==> src/rtl/core/svpf_pkg.sv <==
// Shared types and constants of the servo instruction packet framer.
// Used by the controller, the datapath and the top level; depends on nothing.
package svpf_pkg;

   localparam logic [7:0] OP_PING      = 8'd1;
   localparam logic [7:0] OP_READ      = 8'd2;
   localparam logic [7:0] OP_WRITE     = 8'd3;
   localparam logic [7:0] OP_REG_WRITE = 8'd4;
   localparam logic [7:0] OP_ACTION    = 8'd5;
   localparam logic [7:0] OP_RESET     = 8'd6;

   localparam logic [7:0] HDR_BYTE  = 8'hFF;
   localparam logic [7:0] LEN_SHORT = 8'd2;
   localparam logic [7:0] LEN_BIAS  = 8'd3;

   // Which packet byte the datapath puts on the output register.
   typedef enum logic [2:0] {
      SEL_HEADER,
      SEL_ID,
      SEL_LEN,
      SEL_INSTR,
      SEL_REG,
      SEL_PARAM,
      SEL_CSUM
   } byte_sel_type;

   typedef struct packed {
      logic         absorb;
      logic         capture;
      logic         emit;
      logic         last;
      logic         csum_load;
      logic         rd_step;
      logic         clear;
      byte_sel_type sel;
   } dp_cmd_type;

   typedef struct packed {
      logic body;
      logic no_params;
      logic last_param;
   } dp_status_type;

endpackage

==> src/rtl/core/servo_instruction_packet_framer_unit.sv <==
// Top level of the servo instruction packet framer.
// Depends on svpf_pkg, svpf_ctrl and svpf_datapath.
//
// Usage:
// Items come in on the req_ ports and are taken at a clock edge where start is
// high and busy is low. An item with req_has_param set appends req_param_byte
// to a buffer of MAX_PARAMS bytes; bytes beyond that are dropped and flagged on
// rsp_overflow for the whole packet. An item without req_end_of_packet leaves
// busy low, so such items can arrive every cycle.
// The item with req_end_of_packet raises busy and starts the packet burst on
// the rsp_ ports: one byte per cycle with rsp_valid high, the first byte
// from ST_HDR1 through the output register, rsp_tx_last on the checksum
// byte. A packet is 6 bytes for ping, action, reset and unknown codes, and 7
// plus the buffered count for read, write and reg_write. Busy stays high while
// the byte sequencer runs, walking the buffer one entry a cycle.
// The checksum byte appears in the first cycle busy is low again.
// The receiver takes every byte in the cycle it is shown and cannot stall.
// Reset clears the sequencer, count, sum and drop flag; buffer contents are
// left as they are and are only read after being written for the packet.
module servo_instruction_packet_framer_unit #(
   parameter int MAX_PARAMS = 16
) (
   input  logic       clock,
   input  logic       reset,
   input  logic       start,
   output logic       busy,
   input  logic [7:0] req_servo_id,
   input  logic [7:0] req_func,
   input  logic [7:0] req_start_reg,
   input  logic [7:0] req_param_byte,
   input  logic       req_has_param,
   input  logic       req_end_of_packet,
   output logic       rsp_valid,
   output logic [7:0] rsp_tx_byte,
   output logic       rsp_tx_last,
   output logic       rsp_overflow
);
   import svpf_pkg::*;

   dp_cmd_type    cmd;
   dp_status_type status;

   svpf_ctrl u_ctrl (
      .clock             (clock),
      .reset             (reset),
      .start             (start),
      .req_end_of_packet (req_end_of_packet),
      .status            (status),
      .busy              (busy),
      .cmd               (cmd)
   );

   svpf_datapath #(
      .MAX_PARAMS (MAX_PARAMS)
   ) u_datapath (
      .clock          (clock),
      .reset          (reset),
      .req_servo_id   (req_servo_id),
      .req_func       (req_func),
      .req_start_reg  (req_start_reg),
      .req_param_byte (req_param_byte),
      .req_has_param  (req_has_param),
      .cmd            (cmd),
      .status         (status),
      .rsp_valid      (rsp_valid),
      .rsp_tx_byte    (rsp_tx_byte),
      .rsp_tx_last    (rsp_tx_last),
      .rsp_overflow   (rsp_overflow)
   );

endmodule

==> src/rtl/core/svpf_ctrl.sv <==
// Controller of the servo instruction packet framer: sequences the packet bytes.
// Depends on svpf_pkg; drives the datapath through dp_cmd_type.
module svpf_ctrl (
   input  logic                   clock,
   input  logic                   reset,
   input  logic                   start,
   input  logic                   req_end_of_packet,
   input  svpf_pkg::dp_status_type status,
   output logic                   busy,
   output svpf_pkg::dp_cmd_type   cmd
);
   import svpf_pkg::*;

   typedef enum logic [8:0] {
      ST_IDLE  = 9'b000000001,
      ST_HDR1  = 9'b000000010,
      ST_HDR2  = 9'b000000100,
      ST_ID    = 9'b000001000,
      ST_LEN   = 9'b000010000,
      ST_INSTR = 9'b000100000,
      ST_REG   = 9'b001000000,
      ST_PARAM = 9'b010000000,
      ST_CSUM  = 9'b100000000
   } state_type;

   state_type state_ff;
   state_type state_in;

   always_ff @(posedge clock) begin
      if (reset) begin
         state_ff <= ST_IDLE;
      end else begin
         state_ff <= state_in;
      end
   end

   always_comb begin
      state_in      = state_ff;
      cmd.absorb    = 1'b0;
      cmd.capture   = 1'b0;
      cmd.emit      = 1'b0;
      cmd.last      = 1'b0;
      cmd.csum_load = 1'b0;
      cmd.rd_step   = 1'b0;
      cmd.clear     = 1'b0;
      cmd.sel       = SEL_HEADER;
      case (state_ff)
         ST_IDLE: begin
            cmd.absorb = start;
            if (start && req_end_of_packet) begin
               cmd.capture = 1'b1;
               state_in    = ST_HDR1;
            end
         end
         ST_HDR1: begin
            // The buffer is settled by now, so the checksum is taken here.
            cmd.emit      = 1'b1;
            cmd.sel       = SEL_HEADER;
            cmd.csum_load = 1'b1;
            state_in      = ST_HDR2;
         end
         ST_HDR2: begin
            cmd.emit = 1'b1;
            cmd.sel  = SEL_HEADER;
            state_in = ST_ID;
         end
         ST_ID: begin
            cmd.emit = 1'b1;
            cmd.sel  = SEL_ID;
            state_in = ST_LEN;
         end
         ST_LEN: begin
            cmd.emit = 1'b1;
            cmd.sel  = SEL_LEN;
            state_in = ST_INSTR;
         end
         ST_INSTR: begin
            cmd.emit = 1'b1;
            cmd.sel  = SEL_INSTR;
            state_in = status.body ? ST_REG : ST_CSUM;
         end
         ST_REG: begin
            cmd.emit    = 1'b1;
            cmd.sel     = SEL_REG;
            cmd.rd_step = 1'b1;
            state_in    = status.no_params ? ST_CSUM : ST_PARAM;
         end
         ST_PARAM: begin
            cmd.emit    = 1'b1;
            cmd.sel     = SEL_PARAM;
            cmd.rd_step = 1'b1;
            if (status.last_param) begin
               state_in = ST_CSUM;
            end
         end
         ST_CSUM: begin
            cmd.emit  = 1'b1;
            cmd.sel   = SEL_CSUM;
            cmd.last  = 1'b1;
            cmd.clear = 1'b1;
            state_in  = ST_IDLE;
         end
         default: begin
            state_in = ST_IDLE;
         end
      endcase
   end

   assign busy = (state_ff != ST_IDLE);

endmodule

==> src/rtl/core/svpf_datapath.sv <==
// Datapath of the servo instruction packet framer: parameter buffer, count, sum,
// checksum and the output register. Depends on svpf_pkg; commanded by svpf_ctrl.
module svpf_datapath #(
   parameter int MAX_PARAMS = 16
) (
   input  logic                    clock,
   input  logic                    reset,
   input  logic [7:0]              req_servo_id,
   input  logic [7:0]              req_func,
   input  logic [7:0]              req_start_reg,
   input  logic [7:0]              req_param_byte,
   input  logic                    req_has_param,
   input  svpf_pkg::dp_cmd_type    cmd,
   output svpf_pkg::dp_status_type status,
   output logic                    rsp_valid,
   output logic [7:0]              rsp_tx_byte,
   output logic                    rsp_tx_last,
   output logic                    rsp_overflow
);
   import svpf_pkg::*;

   localparam int CNT_W = $clog2(MAX_PARAMS + 1);
   localparam int IDX_W = (MAX_PARAMS > 1) ? $clog2(MAX_PARAMS) : 1;

   logic [CNT_W-1:0] count_ff, count_in;
   logic [7:0]       sum_ff, sum_in;
   logic             dropped_ff, dropped_in;
   logic [7:0]       id_ff, id_in;
   logic [7:0]       op_ff, op_in;
   logic [7:0]       reg_ff, reg_in;
   logic [CNT_W-1:0] idx_ff, idx_in;
   logic [7:0]       csum_ff, csum_in;
   logic [7:0]       mem_q_ff;
   logic [7:0]       param_mem [MAX_PARAMS];
   logic             wr_en;
   logic             full;
   logic             short_op;
   logic [7:0]       len;
   logic [7:0]       byte_sel;
   logic             rsp_valid_ff;
   logic [7:0]       rsp_byte_ff;
   logic             rsp_last_ff;
   logic             rsp_ovf_ff;

   assign full     = (count_ff == CNT_W'(MAX_PARAMS));
   assign wr_en    = cmd.absorb && req_has_param && !full;
   assign short_op = (op_ff == OP_PING) || (op_ff == OP_ACTION) || (op_ff == OP_RESET);
   assign len      = short_op ? LEN_SHORT : (8'(count_ff) + LEN_BIAS);

   always_comb begin
      count_in   = count_ff;
      sum_in     = sum_ff;
      dropped_in = dropped_ff;
      if (cmd.clear) begin
         count_in   = '0;
         sum_in     = '0;
         dropped_in = 1'b0;
      end else if (cmd.absorb && req_has_param) begin
         if (full) begin
            dropped_in = 1'b1;
         end else begin
            count_in = count_ff + CNT_W'(1);
            sum_in   = sum_ff + req_param_byte;
         end
      end
   end

   always_comb begin
      id_in   = cmd.capture ? req_servo_id : id_ff;
      op_in   = cmd.capture ? req_func : op_ff;
      reg_in  = cmd.capture ? req_start_reg : reg_ff;
      csum_in = cmd.csum_load ? ~(id_ff + len + op_ff + reg_ff + sum_ff) : csum_ff;
      if (cmd.capture) begin
         idx_in = '0;
      end else if (cmd.rd_step) begin
         idx_in = idx_ff + CNT_W'(1);
      end else begin
         idx_in = idx_ff;
      end
   end

   always_comb begin
      case (cmd.sel)
         SEL_HEADER: byte_sel = HDR_BYTE;
         SEL_ID:     byte_sel = id_ff;
         SEL_LEN:    byte_sel = len;
         SEL_INSTR:  byte_sel = op_ff;
         SEL_REG:    byte_sel = reg_ff;
         SEL_PARAM:  byte_sel = mem_q_ff;
         SEL_CSUM:   byte_sel = csum_ff;
         default:    byte_sel = HDR_BYTE;
      endcase
   end

   always_ff @(posedge clock) begin
      if (reset) begin
         count_ff     <= '0;
         sum_ff       <= '0;
         dropped_ff   <= 1'b0;
         rsp_valid_ff <= 1'b0;
      end else begin
         count_ff     <= count_in;
         sum_ff       <= sum_in;
         dropped_ff   <= dropped_in;
         rsp_valid_ff <= cmd.emit;
      end
   end

   always_ff @(posedge clock) begin
      id_ff       <= id_in;
      op_ff       <= op_in;
      reg_ff      <= reg_in;
      idx_ff      <= idx_in;
      csum_ff     <= csum_in;
      rsp_byte_ff <= byte_sel;
      rsp_last_ff <= cmd.last;
      rsp_ovf_ff  <= dropped_ff;
   end

   // The read pointer runs one entry ahead so the registered read lines up
   // with the parameter byte slots.
   always_ff @(posedge clock) begin
      if (wr_en) begin
         param_mem[count_ff[IDX_W-1:0]] <= req_param_byte;
      end
      if (idx_ff < CNT_W'(MAX_PARAMS)) begin
         mem_q_ff <= param_mem[idx_ff[IDX_W-1:0]];
      end
   end

   assign status.body = (op_ff == OP_READ) || (op_ff == OP_WRITE) ||
                        (op_ff == OP_REG_WRITE);
   assign status.no_params  = (count_ff == '0);
   assign status.last_param = (idx_ff == count_ff);

   assign rsp_valid    = rsp_valid_ff;
   assign rsp_tx_byte  = rsp_byte_ff;
   assign rsp_tx_last  = rsp_last_ff;
   assign rsp_overflow = rsp_ovf_ff;

endmodule

==> config.mk <==
export PLATFORM = sky130hd
export DESIGN_NAME = servo_instruction_packet_framer_unit
export DESIGN_NICKNAME = d
export VERILOG_FILES = /design/src/rtl/core/svpf_pkg.sv /design/src/rtl/core/servo_instruction_packet_framer_unit.sv /design/src/rtl/core/svpf_ctrl.sv /design/src/rtl/core/svpf_datapath.sv
export SDC_FILE = /design/constraint.sdc
export NUM_CORES = 1
export LEC_CHECK = 0
export ABC_AREA = 0
export BUFFER_PORTS_ARGS = -buffer_cell sky130_fd_sc_hd__buf_2
export CAP_MARGIN = 10
export CORE_MARGIN = 3
export CORE_UTILIZATION = 45
export DETAILED_ROUTE_END_ITERATION = 7
export SLEW_MARGIN = 5
export SYNTH_ARGS = -nofsm -noshare
export SYNTH_HDL_FRONTEND = slang
export SYNTH_HIERARCHICAL = 1
export SYNTH_SLANG_ARGS = --single-unit
==> constraint.sdc <==
create_clock -name clock -period 4.1 [get_ports clock]
set_input_delay 0.82 -clock clock [delete_from_list [all_inputs] [get_ports clock]]
set_output_delay 0.82 -clock clock [all_outputs]
set_load 0.1 [all_outputs]
==> run metrics, run 1 <==
Worst-Margin Slew=about 0.94 ns; run status=finished clean; reg2reg start=u_datapath/op_ff[3]; most common cell after layout, fill and taps aside=edfxtp_1; Final period util=85.8%; arrival time worst endpoint=3.77 ns; Synth Flop Type=edfxtp_1; final setup violation count=0; Area contributors post-synth=edfxtp_1 (53%), mux4_2 (9.5%), dfxtp_1 (8.2%); Starting Density=between 40% and 50%; share of the synthesized area in the top cell type=between 50% and 60%; Hold Path Depth=0; MaxCap Viol Count=0; Setup crit start kind=register; Slew HR=between 30% and 40%; Synth Area in Adders=~7%; register-to-register setup slack=0.58 ns; Synth Area in Compound Gates=6.02%; DIE HEIGHT=between 150 and 200 um; post-synthesis cell area=approximately 9500 sq um; Crit. End Element=register; cell taking the most area after synthesis=edfxtp_1; Final nets=between 700 and 800; Final Critical Period=3.52 ns; CTS Buffer Depth=3; GRT met2 Usage=30.8%; Clock Pin Slew Worst Setup and Hold Paths=0.06 ns; HP Start=u_datapath/dropped_ff; Post-synth EDFFs=around 170; post-synthesis simple-gate area fraction=7.97%; post-synthesis mux area share=under 10%; sum of negative setup slack=0 ns; number of global-route vias before repair=5580; Hold Path Class=reg2reg; clock sinks=207; number of I/O pins=49; Site Rows=52; Die W=151 um; vias per inst=5.43; hpwl dp=14.4 mm; antenna violation net count after detailed routing=0; CP Class=reg2reg; GRT Util Overall=18.3%; Detailed Route WL=20.4 mm; largest family of logic cells by synthesized area=multiplexers; max-slew violation count=0; net count after synthesis=736; crit-path max FO=7; Critical Path RT=4.35 ns; DR WL/cell=20.4 um; area of the core=between 20000 and 25000 sq um; Avg Cell Area, Syn=14.4 sq um; Setup crit start=u_datapath/op_ff[3]; clock latency on the worst-skew pair=~0.52 ns; post-synthesis sequential area ratio=61.5%; r2r endpoint=u_datapath/csum_ff[7]; Gate Count Post-Synth=~660; clk_skew=0.0213 ns; GP Congestion=0.924; root buf cell=clkbuf_16; synth warn=6; Leak=approximately 3.8 nW; global route hottest layer=met2; PostCTS Resize Cnt=0; WHS Endpoint=u_datapath/rsp_overflow; Pwr Density=438 nW/um^2; share of cells above drive strength 1=20.2%; Final Util=a little over half; DP Area=10000 sq um; largest net degree at the start of global routing=37; global-route wire length before repair=around 32 mm; Area Growth Syn to Fin=12.9%; initial antenna violation count=0; CTS HTree Levels=1; post-synthesis cell type count=59; total gr overflow=0; Port Buffers=48; CTS Buf Count=22; ys async rst share=0%; FF-to-FF path depth=13; Global Route met1 Usage=25.0%; n_diodes=0; most frequent cells in the layout=edfxtp_1 (168), inv_1 (66), nor2_1 (51); xor and xnor area share after synthesis=3.24%; via count=5439; TritonCTS clock tree=yes; hold buffers post-CTS=0; Yosys reg bits=between 200 and 250; Peak VDD IR=0.354 mV; DRC=0; final hold violation count=0; area of the die=22800 sq um; Final Instance Area=about 11000 sq um; drt initial violations=342; Pre-antenna DRT Iters=5; Max Fclk=284 MHz; RSZ-0062 raised after global routing=false; grt met3 use=3.02%; setup bufs post-CTS=0
stage by stage:
| stage | cells | hold slack [ns] | power, mW | setup WS [ns] |
|---|---|---|---|---|
| floorplan | 657 | 0.331 | 2.74 | 0.314 |
| global placement | 961 | 0.361 | 2.86 | 0.607 |
| detailed placement | 961 | 0.355 | 2.88 | 0.550 |
| CTS | 1001 | 0.363 | 4.75 | 0.565 |
| global route | 1001 | 0.365 | 4.89 | 0.277 |
| finish | 1001 | 0.357 | 4.69 | 0.581 |
flip-flops by register name, summed over array words and instances (netlist names):
name                     cells
u_datapath/rsp_tx_byte       8
u_datapath/op_ff             8
u_ctrl/state_ff              9
u_datapath/reg_ff            8
u_datapath/count_ff          5
u_datapath/dropped_ff        1
u_datapath/mem_q_ff          8
u_datapath/idx_ff            5
u_datapath/id_ff             8
u_datapath/sum_ff            8
u_datapath/rsp_valid         1
u_datapath/csum_ff           8
u_datapath/rsp_overflow      1
u_datapath/rsp_tx_last       1
u_datapath/param_mem       128
per-layer routing:
layer  routed length [um]  vias to the layer above
li1                     -                     2543
met1                 9070                     2726
met2                 9960                      141
met3                  900                       29
met4                  472                        0
met5                    0                        -
kinds of logic (layout without fill, tap and decap cells):
family,after synthesis,count (layout)
xor gates and xnor gates,35,35
adders and majority gates,42,42
and+or+nand+nor,146,146
DFF,207,207
muxes,43,43
buffers and inverters,95,169
AOI/OAI and AO/OA,89,89
final cells by class:
type | count | area (sq um)
fill | 1745 | 9730
sequential | 207 | 5830
multi-input combinational | 355 | 3250
clock buffer | 33 | 632
timing repair buffer | 63 | 353
tap | 270 | 338
inverter | 66 | 248
clock inverter | 7 | 55.1
power by group:
part	leakage [nW]	switching [mW]	total (mW)	internal, mW
combinational	1.64	0.274	0.471	0.197
clock	0.334	0.787	1.86	1.07
sequential	1.85	0.0262	2.36	2.33
total	3.83	1.09	4.69	3.60
how the worst max path moves through the flow:
stage | cells after the start | to
4_1_cts | 13 | u_datapath/csum_ff[7]
2_1_floorplan | 10 | u_datapath/param_mem[2][0]
3_3_place_gp | 13 | u_datapath/csum_ff[7]
5_1_grt | 13 | u_datapath/csum_ff[7]
3_5_place_dp | 13 | u_datapath/csum_ff[7]
6_report | 13 | u_datapath/csum_ff[7]
synthesized netlist by cell type (all sizes together) (2+ instances only):
| cell type | n |
|---|---|
| o31ai | 3 |
| fa | 20 |
| edfxtp | 168 |
| o22ai | 5 |
| dfxtp | 39 |
| a31oi | 4 |
| nand4b | 2 |
| nor3 | 14 |
| nand3b | 4 |
| nor2 | 52 |
| o21bai | 3 |
| o2111ai | 2 |
| or4 | 3 |
| nand2b | 8 |
| ha | 22 |
| or2 | 4 |
| buf | 14 |
| a21o | 2 |
| o21a | 6 |
| a21oi | 23 |
| nor4 | 4 |
| a22oi | 3 |
| xor2 | 18 |
| o211ai | 5 |
| mux4 | 40 |
| clkbuf | 15 |
| nand2 | 27 |
| or3 | 2 |
| a211oi | 4 |
| nor2b | 6 |
| nor4b | 2 |
| o21ai | 21 |
| mux2i | 3 |
| nand4 | 6 |
| xnor2 | 17 |
| nand3 | 10 |
| inv | 66 |
worst max-delay path, stage by stage, from the launching register on:
cell and delay, ns:
edfxtp_1 0.40, or4_1 0.60, a211oi_2 0.37, nor2b_1 0.15, fa_1 0.48, inv_1 0.06
ha_1 0.16, inv_1 0.05, fa_1 0.39, inv_1 0.07, a21oi_1 0.07, o21bai_1 0.20
a31oi_1 0.13, xnor2_1 0.13
Power figures use the tool's default switching activity.
==> inputs of run 2 (changes only) <==
--- a/config.mk
+++ b/config.mk
@@ -12,4 +12,5 @@
 export CORE_UTILIZATION = 45
 export DETAILED_ROUTE_END_ITERATION = 7
+export PLACE_DENSITY = 0.58
 export SLEW_MARGIN = 5
 export SYNTH_ARGS = -nofsm -noshare
==> constraint.sdc (replaced) <==
create_clock -name clock -period 4.1 [get_ports clock]
set_input_delay 0.82 -clock clock [delete_from_list [all_inputs] [get_ports clock]]
set_output_delay 0.82 -clock clock [all_outputs]
set_load 0.01 [all_outputs]
==> run metrics, run 2 (synthesized netlist as in run 1, its figures left out) <==
Fillers=1718; flip-flop count of the largest register after layout=128; n_diodes=0; CP Class=reg2reg; Die W=151 um; RSZ-0062 raised after global routing=false; Slew HR=38.5%; Pwr Density=437 nW/um^2; clock sinks=207; MaxCap Viol Count=0; r2r endpoint=u_datapath/csum_ff[7]; global-route wire length before repair=32.6 mm; Worst-Margin Slew=0.920 ns; number of global-route vias before repair=5679; Setup crit start kind=register; area of the core=20400 sq um; initial antenna violation count=0; clock latency on the worst-skew pair=0.51 ns; root buf cell=clkbuf_16; GP Congestion=about 0.90; Clock Pin Slew Worst Setup and Hold Paths=0.06 ns; WHS Endpoint=u_datapath/rsp_overflow; area of the die=22800 sq um; crit-path max FO=6; Detailed Route WL=20.6 mm; vias per inst=5.43; HP Start=u_datapath/dropped_ff; final hold violation count=0; drt initial violations=333; most frequent cells in the layout=edfxtp_1 (168), inv_1 (66), nor2_1 (51); overall power=4.68 mW; PostCTS Resize Cnt=0; run status=finished clean; Met2 Wirelength=10.3 mm; pre-CTS setup slack=0.578 ns; DRT met1 WL=9.02 mm; Peak VDD IR=0.340 mV; Max Fclk=~290 MHz; met3 routed WL=846 um; Area Growth Syn to Fin=13.1%; final setup violation count=0; total gr overflow=0; DR WL/cell=around 21 um; clk_skew=0.0127 ns; top sig layer=met4; antenna violation net count after detailed routing=0; CTS Buffer Depth=3; largest net degree at the start of global routing=37; Site Rows=52; CTS Buf Count=22; Hold Path Class=reg2reg; Hold Path Depth=0; Port Buffers=48; GRT Util Overall=18.8%; CTS HTree Levels=1; TritonCTS clock tree=yes; sum of negative setup slack=0 ns; setup bufs post-CTS=0; max-slew violation count=0; Final period util=a little under nine tenths; DIE HEIGHT=about 150 um; number of I/O pins=slightly below 50; via count=5449; reg2reg start=u_datapath/op_ff[1]; Critical Path RT=4.36 ns; register-to-register setup slack=0.60 ns; Fin Hold WS=approximately 0.35 ns; Starting Density=46.4%; arrival time worst endpoint=3.75 ns; Pre-antenna DRT Iters=5; Final WS setup=0.602 ns; DRC=0; hold buffers post-CTS=0; Final nets=roughly 800; FF-to-FF path depth=13; Final Critical Period=3.50 ns; Leak=3.84 nW; hpwl dp=14.9 mm; most common cell after layout, fill and taps aside=edfxtp_1; share of cells above drive strength 1=20.3%; Crit. End Element=register
## run 2: cell count changes in the layout (fill, tap and decap cells not counted), sizes merged
cell,delta
bufinv,+1
clkbuf,-2
buf,+4
## run 2: metal layers
metal  global-route usage (%)  up-vias
met3                     2.84       31
met1                     25.9     2752
met5                        0        -
met2                     31.8      125
li1                         -     2541
met4                     4.67        0
## run 2: power by group
| part | switching (mW) | internal (mW) | leakage, nW |
|---|---|---|---|
| Clock | 0.776 | 1.08 | 0.327 |
| Combinational | 0.267 | 0.200 | 1.66 |
| Sequential | 0.0269 | 2.33 | 1.85 |
## run 2: layout make-up
type                            count  area, sq um  area share, %
Inverter                           66          248           2.31
Multi-Input combinational cell    355         3240           30.2
Clock inverter                      8         85.1          0.794
Tap cell                          270          338           3.15
Timing Repair Buffer               67          383           3.57
Sequential cell                   207         5830           54.4
Clock buffer                       31          594           5.55
## run 2: worst max path at each step
stage,endpoint,depth (start not counted),slack [ns],start
3_3_place_gp,u_datapath/csum_ff[7],13,0.64,u_datapath/op_ff[1]
4_1_cts,u_datapath/csum_ff[7],13,0.58,u_datapath/sum_ff[1]
3_5_place_dp,u_datapath/csum_ff[7],13,0.58,u_datapath/op_ff[1]
6_report,u_datapath/csum_ff[7],13,0.60,u_datapath/op_ff[1]
2_1_floorplan,u_datapath/csum_ff[7],13,0.80,u_datapath/op_ff[1]
5_1_grt,u_datapath/csum_ff[7],13,0.37,u_datapath/sum_ff[1]
## run 2: worst max-delay path: stages, from the launching register on
cell and delay, ns:
edfxtp_1 0.45, inv_1 0.10, fa_1 0.44, fa_1 0.54, fa_1 0.42, inv_1 0.07
ha_1 0.16, inv_1 0.05, fa_1 0.40, inv_1 0.08, a21oi_1 0.06, o21bai_1 0.21
a31oi_1 0.13, xnor2_1 0.13
## run 2: through the flow
stage,util [%],area (sq um),instances
after floorplan,-,9470,657
after global placement,49.1,10000,965
after detailed placement,49.1,10000,965
after CTS,52.4,10700,1004
after global routing,52.4,10700,1004
final,52.4,10700,1004
==> inputs of run 3 (changes only) <==
CORE_UTILIZATION = 50   (was 45)
PLACE_DENSITY = 0.63   (was 0.58)
==> run metrics, run 3 (synthesized netlist as in run 1, its figures left out) <==
PostCTS Resize Cnt=0; global-route wire length before repair=32.2 mm; area of the core=18300 sq um; Fillers=around 1400; MaxCap Viol Count=0; clock sinks=207; Worst-Margin Slew=0.990 ns; n_diodes=0; clock latency on the worst-skew pair=roughly 0.51 ns; Pwr Density=449 nW/um^2; arrival time worst endpoint=3.87 ns; crit-path max FO=7; Max Fclk=277 MHz; DRC=0; antenna violation net count after detailed routing=0; sum of negative setup slack=0 ns; CTS Buf Count=22; Detailed Route WL=20.2 mm; TritonCTS clock tree=yes; CP Class=reg2reg; reg2reg start=u_datapath/op_ff[3]; area of the die=between 20000 and 25000 sq um; register-to-register setup slack=0.49 ns; Critical Path RT=4.36 ns; Hold Path Class=reg2reg; hold buffers post-CTS=0; vias per inst=around 5.7; CTS HTree Levels=1; overall power=4.80 mW; share of cells above drive strength 1=20.5%; via count=5490; Peak VDD IR=0.330 mV; GRT Util Overall=between 20 and 25%; run status=finished clean; Slew HR=33.7%; setup bufs post-CTS=0; Site Rows=49; Final Critical Period=around 3.6 ns; drt initial violations=472; FF/Latch Area=5830 sq um; critical-path cell list=or4_1, a211oi_2, nor2b_1, fa_1, inv_1, ha_1, inv_1, fa_1, inv_1, a21oi_1, o21bai_1, a31oi_1, xnor2_1; Port Buffers=48; Clock Pin Slew Worst Setup and Hold Paths=about 0.060 ns; FF-to-FF path depth=13; final setup violation count=0; CTS Buffer Depth=3; DIE HEIGHT=144 um; max-slew violation count=0; r2r endpoint=u_datapath/csum_ff[7]; WHS Endpoint=u_datapath/rsp_overflow; total gr overflow=0; most frequent cells in the layout=edfxtp_1 (168), inv_1 (66), nor2_1 (51); final hold violation count=0; Area Growth Syn to Fin=12.9%; Pre-antenna DRT Iters=4; flip-flop count of the largest register after layout=around 130; DR WL/cell=21.0 um; pre-CTS setup slack=0.555 ns; Setup crit start kind=register; clk_skew=~0.016 ns; HP Start=u_datapath/dropped_ff; Hold Path Depth=0; Final Util=58.5%; Final nets=795; Leak=3.85 nW; Final WS setup=0.488 ns; RSZ-0062 raised after global routing=false; initial antenna violation count=0; Multi-input gate area=~3200 sq um; most common cell after layout, fill and taps aside=edfxtp_1; largest net degree at the start of global routing=37; Starting Density=51.8%; hpwl dp=14.4 mm; root buf cell=clkbuf_16; Most common cell on crit path=inv_1; Final period util=between 80% and 90%; Fin Hold WS=approximately 0.36 ns; Crit. End Element=register; GP Congestion=0.931; Crit-path slowest cell=or4_1; Die W=between 100 and 150 um; number of global-route vias before repair=5696; critical path's largest stage delay=0.61 ns; number of I/O pins=49
-- run 3: report_power, final --
group | switching (mW) | internal, mW
registers | 0.0275 | 2.33
clock network | 0.779 | 1.20
logic | 0.264 | 0.196
total | 1.07 | 3.73
-- run 3: metrics by stage --
step / area [sq um] / instances
2_1_floorplan: 9470 / 657
3_3_place_gp: 9970 / 921
3_5_place_dp: 9970 / 921
4_1_cts: 10700 / 959
5_1_grt: 10700 / 959
6_report: 10700 / 959
-- run 3: area by class of cell --
| class | count | area share (%) |
|---|---|---|
| clock buffer | 29 | 5.49 |
| clock inverter | 9 | 1.33 |
| inverter | 66 | 2.32 |
| multi-input combinational | 355 | 30.3 |
| sequential | 207 | 54.5 |
| tap | 229 | 2.68 |
| timing repair buffer | 64 | 3.37 |
-- run 3: how the worst max path moves through the flow --
stage | start | end | slack (ns) | cells past startpoint
6_report | u_datapath/op_ff[3] | u_datapath/csum_ff[7] | 0.49 | 13
5_1_grt | u_datapath/op_ff[3] | u_datapath/csum_ff[7] | 0.29 | 13
4_1_cts | u_datapath/op_ff[3] | u_datapath/csum_ff[7] | 0.56 | 13
3_5_place_dp | u_datapath/op_ff[3] | u_datapath/csum_ff[7] | 0.55 | 13
3_3_place_gp | u_datapath/op_ff[3] | u_datapath/csum_ff[7] | 0.63 | 13
2_1_floorplan | u_datapath/op_ff[1] | u_datapath/csum_ff[7] | 0.80 | 13
-- run 3: critical path, delay by kind of cell, from the launching register on --
family          cells  cell delay (ns)
fa+ha+maj           3             1.03
compound gates      4             0.82
simple gates        2             0.77
flops               1             0.41
buf+inv             3             0.20
xor+xnor            1             0.14
-- run 3: metal layers --
metal  up-vias  global-route usage (%)  wire [um]
met5         -                       0          0
met4         0                    4.96        431
met3        30                    3.29        960
met2       147                    34.6      10100
met1      2769                    27.7       8680
li1       2544                       -          -
